File: config.mk
export PLATFORM = sky130hd
export DESIGN_NAME = wildcard_star_pattern_matcher_top
export DESIGN_NICKNAME = d
export VERILOG_FILES = /design/src/sv/wsm_pkg.sv /design/src/sv/wsm_cell.sv /design/src/sv/wsm_out_buf.sv /design/src/sv/wildcard_star_pattern_matcher_top.sv
export SDC_FILE = /design/constraint.sdc
export NUM_CORES = 1
export LEC_CHECK = 0
export ABC_AREA = 1
export BUFFER_PORTS_ARGS = -buffer_cell sky130_fd_sc_hd__buf_2
export CORE_ASPECT_RATIO = 0.6
export CORE_UTILIZATION = 50
export CTS_BUF_LIST = sky130_fd_sc_hd__clkbuf_4
export CTS_CLUSTER_SIZE = 25
export DETAILED_ROUTE_END_ITERATION = 12
export GPL_TIMING_DRIVEN = 0
export PLACE_DENSITY = 0.76
export SYNTH_ARGS = -nofsm -noshare
export SYNTH_HDL_FRONTEND = slang
export SYNTH_HIERARCHICAL = 1
export SYNTH_SLANG_ARGS = --single-unit
File: constraint.sdc
create_clock -name aclk -period 8.28 [get_ports aclk]
set_input_delay 0.414 -clock aclk [delete_from_list [all_inputs] [get_ports aclk]]
set_output_delay 0.414 -clock aclk [all_outputs]
set_load 0.02 [all_outputs]
File: src/sv/wsm_pkg.sv
// Shared types, constants and register codes for the wildcard star pattern matcher.
// Depends on nothing; every other file of the block imports it.
`default_nettype none

package wsm_pkg;

    // Pattern size as built, and the number of token slots the registers can describe.
    localparam int MAX_TOKENS      = 16;
    localparam int TOKEN_SLOTS     = 16;
    localparam int NUM_CELLS       = (MAX_TOKENS < TOKEN_SLOTS) ? MAX_TOKENS : TOKEN_SLOTS;
    localparam int COL_W           = NUM_CELLS + 1;
    localparam int COL_IDX_W       = $clog2(COL_W);

    localparam int SYM_W           = 5;
    localparam int TOKENS_PER_WORD = 8;
    localparam int SYM_WORD_W      = 40;
    localparam int STAR_W          = 16;
    localparam int TOKEN_COUNT_W   = 5;
    localparam int CFG_INDEX_W     = 3;
    localparam int CFG_DATA_W      = 40;

    localparam logic [SYM_W-1:0] ANY_LETTER  = 5'd26;
    localparam logic [SYM_W-1:0] LAST_LETTER = 5'd25;

    localparam logic KIND_START = 1'b0;
    localparam logic KIND_CHAR  = 1'b1;

    typedef enum logic [CFG_INDEX_W-1:0] {
        REG_SYMBOLS_LOW  = 3'd0,
        REG_SYMBOLS_HIGH = 3'd1,
        REG_STAR_MASK    = 3'd2,
        REG_TOKEN_COUNT  = 3'd3
    } cfg_reg_e;

    // Static description of one token as seen by its cell.
    typedef struct packed {
        logic [SYM_W-1:0] symbol;
        logic             starred;
        logic             enabled;
    } cell_cfg_t;

    // The item being applied to the column in this cycle.
    typedef struct packed {
        logic             accept;
        logic             kind;
        logic [SYM_W-1:0] letter;
    } step_t;

    // One result on its way to the output buffer.
    typedef struct packed {
        logic valid;
        logic matched;
    } result_t;

endpackage

`default_nettype wire

File: src/sv/wsm_cell.sv
// One token cell of the match column: holds the column bit for its token prefix.
// Depends on wsm_pkg for the cell configuration and step structs.
`default_nettype none

module wsm_cell (
    input  wire logic              aclk,
    input  wire logic              aresetn,
    input  wire wsm_pkg::cell_cfg_t cfg,
    input  wire wsm_pkg::step_t    step,
    input  wire logic              left_new,
    input  wire logic              left_old,
    output logic                   self_new,
    output logic                   self_old
);
    import wsm_pkg::*;

    logic bit_reg;
    logic bit_next;
    logic hit;

    assign hit = (cfg.symbol == ANY_LETTER) ||
                 ((cfg.symbol <= LAST_LETTER) && (cfg.symbol == step.letter));

    always_comb begin
        if (!cfg.enabled) begin
            self_new = 1'b0;
        end else if (step.kind == KIND_START) begin
            // Empty text: a starred token may be skipped.
            self_new = cfg.starred && left_new;
        end else if (cfg.starred) begin
            self_new = left_new || (hit && bit_reg);
        end else begin
            self_new = hit && left_old;
        end
    end

    assign bit_next = step.accept ? self_new : bit_reg;
    assign self_old = bit_reg;

    always_ff @(posedge aclk) begin
        if (!aresetn) begin
            bit_reg <= 1'b0;
        end else begin
            bit_reg <= bit_next;
        end
    end

    ap_disabled_cell_clears : assert property (@(posedge aclk) disable iff (!aresetn)
        (step.accept && !cfg.enabled) |=> !bit_reg)
        else $error("disabled token cell kept a set bit");

    ap_hold_when_idle : assert property (@(posedge aclk) disable iff (!aresetn)
        !step.accept |=> (bit_reg == $past(bit_reg)))
        else $error("token cell changed without an item");

    ap_start_not_starred : assert property (@(posedge aclk) disable iff (!aresetn)
        (step.accept && (step.kind == KIND_START) && !cfg.starred) |=> !bit_reg)
        else $error("unstarred token set on an empty text");

endmodule

`default_nettype wire

File: src/sv/wsm_out_buf.sv
// Two-entry result buffer with a skid stage, so that a new item can be taken
// while a finished result still waits. Depends on wsm_pkg for result_t.
`default_nettype none

module wsm_out_buf (
    input  wire logic             aclk,
    input  wire logic             aresetn,
    input  wire wsm_pkg::result_t push,
    output logic                  in_ready,
    output logic                  m_valid,
    input  wire logic             m_ready,
    output logic                  m_matched
);
    import wsm_pkg::*;

    logic head_valid_reg, head_valid_next;
    logic head_data_reg,  head_data_next;
    logic skid_valid_reg, skid_valid_next;
    logic skid_data_reg,  skid_data_next;
    logic pop;

    assign pop       = head_valid_reg && m_ready;
    assign in_ready  = !skid_valid_reg;
    assign m_valid   = head_valid_reg;
    assign m_matched = head_data_reg;

    always_comb begin
        head_valid_next = head_valid_reg;
        head_data_next  = head_data_reg;
        skid_valid_next = skid_valid_reg;
        skid_data_next  = skid_data_reg;
        if (pop) begin
            if (skid_valid_reg) begin
                head_data_next  = skid_data_reg;
                skid_valid_next = 1'b0;
            end else begin
                head_valid_next = push.valid;
                head_data_next  = push.matched;
            end
        end else if (push.valid) begin
            if (!head_valid_reg) begin
                head_valid_next = 1'b1;
                head_data_next  = push.matched;
            end else begin
                skid_valid_next = 1'b1;
                skid_data_next  = push.matched;
            end
        end
    end

    always_ff @(posedge aclk) begin
        if (!aresetn) begin
            head_valid_reg <= 1'b0;
            skid_valid_reg <= 1'b0;
        end else begin
            head_valid_reg <= head_valid_next;
            skid_valid_reg <= skid_valid_next;
        end
    end

    always_ff @(posedge aclk) begin
        head_data_reg <= head_data_next;
        skid_data_reg <= skid_data_next;
    end

    ap_skid_behind_head : assert property (@(posedge aclk) disable iff (!aresetn)
        skid_valid_reg |-> head_valid_reg)
        else $error("skid entry held without a head entry");

    ap_no_push_when_full : assert property (@(posedge aclk) disable iff (!aresetn)
        push.valid |-> !skid_valid_reg)
        else $error("result pushed into a full buffer");

    ap_skid_moves_up : assert property (@(posedge aclk) disable iff (!aresetn)
        (pop && skid_valid_reg) |=> (head_valid_reg && (head_data_reg == $past(skid_data_reg))))
        else $error("skid entry lost on a transfer");

endmodule

`default_nettype wire

File: src/sv/wildcard_star_pattern_matcher_top.sv
// Top level of the wildcard star pattern matcher: configuration registers,
// the chain of token cells and the result buffer. Depends on wsm_pkg, wsm_cell, wsm_out_buf.
`default_nettype none

// Matches lowercase text, one character per item, against a pattern of up to 16 tokens
// (a letter or any-letter symbol, optionally starred). A start item (kind 0) begins a new
// empty text; a character item (kind 1) appends a letter. Every item yields one result
// telling whether the text so far matches the whole pattern. An item is taken whenever the
// output buffer has room: the match column is updated in the cycle of the transfer by a single
// ripple through the token cells, each of which holds one column bit, so the throughput is one
// item per cycle while the buffer has room. A two-entry output buffer lets input
// transfers continue while one result waits. The pattern registers are written through
// the cfg port, which is always ready, and should be written only while no item is in flight.
module wildcard_star_pattern_matcher_top (
    input  wire logic                               aclk,
    input  wire logic                               aresetn,
    input  wire logic                               cfg_valid,
    output logic                                    cfg_ready,
    input  wire logic [wsm_pkg::CFG_INDEX_W-1:0]    cfg_index,
    input  wire logic [wsm_pkg::CFG_DATA_W-1:0]     cfg_data,
    input  wire logic                               s_valid,
    output logic                                    s_ready,
    input  wire logic                               s_kind,
    input  wire logic [wsm_pkg::SYM_W-1:0]          s_letter,
    output logic                                    m_valid,
    input  wire logic                               m_ready,
    output logic                                    m_matched
);
    import wsm_pkg::*;

    logic [SYM_WORD_W-1:0]    symbols_low_reg;
    logic [SYM_WORD_W-1:0]    symbols_high_reg;
    logic [STAR_W-1:0]        star_mask_reg;
    logic [TOKEN_COUNT_W-1:0] token_count_reg;
    logic                     col0_reg;

    logic [COL_IDX_W-1:0]     tokens_used;
    logic [COL_W-1:0]         col_new;
    logic [COL_W-1:0]         col_old;
    step_t                    step;
    result_t                  result;
    logic                     accept;

    assign cfg_ready = 1'b1;

    always_ff @(posedge aclk) begin
        if (!aresetn) begin
            symbols_low_reg  <= '0;
            symbols_high_reg <= '0;
            star_mask_reg    <= '0;
            token_count_reg  <= '0;
        end else if (cfg_valid && cfg_ready) begin
            unique case (cfg_index)
                REG_SYMBOLS_LOW:  symbols_low_reg  <= cfg_data;
                REG_SYMBOLS_HIGH: symbols_high_reg <= cfg_data;
                REG_STAR_MASK:    star_mask_reg    <= cfg_data[STAR_W-1:0];
                REG_TOKEN_COUNT:  token_count_reg  <= cfg_data[TOKEN_COUNT_W-1:0];
                default: ;
            endcase
        end
    end

    // Token count saturated to the number of cells that are built.
    assign tokens_used = (token_count_reg > TOKEN_COUNT_W'(NUM_CELLS)) ?
                         COL_IDX_W'(NUM_CELLS) : token_count_reg[COL_IDX_W-1:0];

    assign accept      = s_valid && s_ready;
    assign step.accept = accept;
    assign step.kind   = s_kind;
    assign step.letter = s_letter;

    // The empty prefix matches only the empty text.
    assign col_new[0] = (s_kind == KIND_START);
    assign col_old[0] = col0_reg;

    always_ff @(posedge aclk) begin
        if (!aresetn) begin
            col0_reg <= 1'b1;
        end else if (accept) begin
            col0_reg <= col_new[0];
        end
    end

    for (genvar k = 0; k < NUM_CELLS; k++) begin : g_cell
        cell_cfg_t cell_cfg;

        if (k < TOKENS_PER_WORD) begin : g_low
            assign cell_cfg.symbol = symbols_low_reg[SYM_W*k +: SYM_W];
        end else begin : g_high
            assign cell_cfg.symbol = symbols_high_reg[SYM_W*(k-TOKENS_PER_WORD) +: SYM_W];
        end
        assign cell_cfg.starred = star_mask_reg[k];
        assign cell_cfg.enabled = (tokens_used >= COL_IDX_W'(k + 1));

        wsm_cell u_cell (
            .aclk     (aclk),
            .aresetn  (aresetn),
            .cfg      (cell_cfg),
            .step     (step),
            .left_new (col_new[k]),
            .left_old (col_old[k]),
            .self_new (col_new[k+1]),
            .self_old (col_old[k+1])
        );
    end

    assign result.valid   = accept;
    assign result.matched = col_new[tokens_used];

    wsm_out_buf u_out_buf (
        .aclk      (aclk),
        .aresetn   (aresetn),
        .push      (result),
        .in_ready  (s_ready),
        .m_valid   (m_valid),
        .m_ready   (m_ready),
        .m_matched (m_matched)
    );

    ap_start_sets_empty : assert property (@(posedge aclk) disable iff (!aresetn)
        (accept && (s_kind == KIND_START)) |=> col0_reg)
        else $error("empty prefix not set after a start item");

    ap_char_clears_empty : assert property (@(posedge aclk) disable iff (!aresetn)
        (accept && (s_kind == KIND_CHAR)) |=> !col0_reg)
        else $error("empty prefix still set after a character");

    ap_result_follows : assert property (@(posedge aclk) disable iff (!aresetn)
        accept |=> m_valid)
        else $error("accepted item produced no pending result");

endmodule

`default_nettype wire
==> run metrics <==
Top FF cell, synth=dfxtp_1; non-filler cells, final=1482; Synth Instances=1202; diode count=0; CP Launch Type=flip-flop; Hold EP=symbols_low_reg[37]; CP Max Fanout=7; Pleak=0.00385 uW; max_slew headroom=0.428; Core Util, Final=0.584; DP Cell Count=1450; DRT antenna net count=0; ratio of cells with drive above 1 in the final layout=0.116; std cell rows=33; WP data arrival=6.35 ns; Num CTS Buffers=17; Post-synth ARST share=0; final max-slew violation count=0; status=completed; synth unique cells=30; Post-CTS Resized=0; final WL=23400 um; Initial Util=0.521; 1st-pass router iterations=5; via/cell ratio=5.21; Post-Synth Simple-Gate Area=0.318; H-tree levels=4; Post-Syn Area=7250 um^2; Hold Crit Depth=3; Layout area overhead=12.1%; die width=157 um; global-route wire length before repair=36000 um; gr usage total=0.329; Avg Inst Size Synth=6.03 um^2; Crit path required time=8.59 ns; routed vias=7722; GRT overflow=0; most frequent CP cell=nand2_1; slowest CP cell=dfxtp_1; number of global-route vias before repair=6557; leading area contributor after synthesis=dfxtp_1; top cell type's share of synthesized area=0.331; Port Buffers=56; multiplexer share of the synthesized area=0; RR Startpoint=token_count_reg[4]; max-cap violations=0; CTS root buffer=clkbuf_4; largest net degree at the start of global routing=35; Layout Nets=1332; flops & latches, synth=122; CTS Hold Bufs=0; Final Cell Area=8130 um^2; XOR/XNOR share of the synthesized area=0.0193; drt drc=0; final hold violations=0; count leader, synth=nand2_1; Placer Congestion=1.02; Max VDD drop=0.0861 mV; multi-input logic area=3710 um^2; adder-cell area share of the yosys netlist=0; Seq/Total Area, Yosys=0.340; Setup Fix Bufs, Post-CTS=0; Die Footprint=15000 um^2; Reg2Reg Depth=72; PwrDens=165 nW/um^2; DP Area=7770 um^2; Reg clk slew, reported paths=0.12 ns; clock skew=0.0178 ns; dpl hpwl=17000 um; Clock Latency Late Sink=0.56 ns; setup TNS=0 ns; # setup viols final=0; # fillers=1386; die height=95.3 um; I/O Pins=58; core area=13900 um^2; Final min period=6.03 ns; origin of the worst min-delay path=cfg_data[37]; top cells by count, synth=312 x nand2_1, 236 x inv_1, 151 x nor2_1; worst min-delay path class=primary input to flip-flop; flop2flop setup slack=2.25 ns; Ys Warns=6; nature of the critical path endpoint=flip-flop; initial antenna violation count=0; reg-to-reg endpoint=u_out_buf/m_matched; Clock Tree Buf Depth=2; register area=2460 um^2; final hold slack=0.150 ns; clk sink count=122; CTS tree=done; Final period util=0.728; worst-margin pin slew=0.857 ns; Synth Area in Compound Gates=0.174; Crit Path Class=flip-flop to flip-flop; Synth area leaders=dfxtp_1 33%, nand2_1 16%, inv_1 12%; Mapped Nets=1256; WL per Instance=15.8 um; number of synthesized flops with an enable pin=2; largest family of logic cells by synthesized area=simple AND/OR/NAND/NOR gates; Iteration-0 DRC Markers=946; fmax=0.166 GHz; crit-path max cell delay=0.43 ns; RSZ-0062 raised after global routing=false
[per-stage QoR]
| step | total power (uW) | worst slack [ns] |
|---|---|---|
| finish | 1340 | 2.25 |
| CTS | 1340 | 2.44 |
| floorplan | 758 | 3.38 |
| detailed placement | 837 | 2.00 |
| global placement | 833 | 2.08 |
| global route | 1400 | 1.47 |
[power breakdown]
group | internal, uW | leakage, uW | switching, uW
sequential | 613 | 0.000997 | 24.3
combinational | 65.1 | 0.00267 | 132
clock | 279 | 0.000184 | 232
total | 957 | 0.00385 | 388
[worst max-delay path, delay by kind of cell (launching register included)]
kind                   cells  cell delay (ns)
buffers and inverters     17             1.02
AND/OR/NAND/NOR           55             4.35
flip-flops                 1             0.43
[metal layers]
metal	vias up	track usage	wire, um
met3	48	0.0623	2790
met2	357	0.469	9170
li1	3830	-	-
met5	-	0	0
met4	0	0.117	547
met1	3487	0.487	10900
[cells by family (layout without fill, tap and decap cells)]
family	after synthesis	after routing
AOI/OAI and AO/OA	222	222
xor gates and xnor gates	16	16
DFF	122	122
buffers and inverters	276	364
and+or+nand+nor	565	565
other	1	1
[cell usage in the layout, fill, tap and decap left out, types with 21 or more instances in the layout]
cell      Yosys  routed
nand2_1     312     312
inv_1       236     236
nor2_1      151     151
dfxtp_1     120     120
o21ai_0      98      98
nand3_1      78      78
buf_2         7      63
a21oi_1      46      46
o21ai_1      25      25
clkbuf_4      0      21
[worst max path at each step]
stage	slack (ns)	from	endpoint	cells past startpoint
floorplan	3.38	token_count_reg[4]	u_out_buf/m_matched	72
global placement	2.08	s_letter[3]	u_out_buf/m_matched	75
detailed placement	2.00	s_letter[3]	u_out_buf/m_matched	75
CTS	2.44	token_count_reg[4]	u_out_buf/m_matched	72
global route	1.47	token_count_reg[4]	u_out_buf/m_matched	72
finish	2.25	token_count_reg[4]	u_out_buf/m_matched	72
[area by class of cell]
class,count,share of cell area
multi-input combinational,804,0.457
inverter,245,0.113
tap,192,0.0296
clock inverter,10,0.0214
buffer,31,0.0188
sequential,122,0.303
clock buffer,21,0.0194
timing repair buffer,57,0.0379
Power figures use the tool's default switching activity.
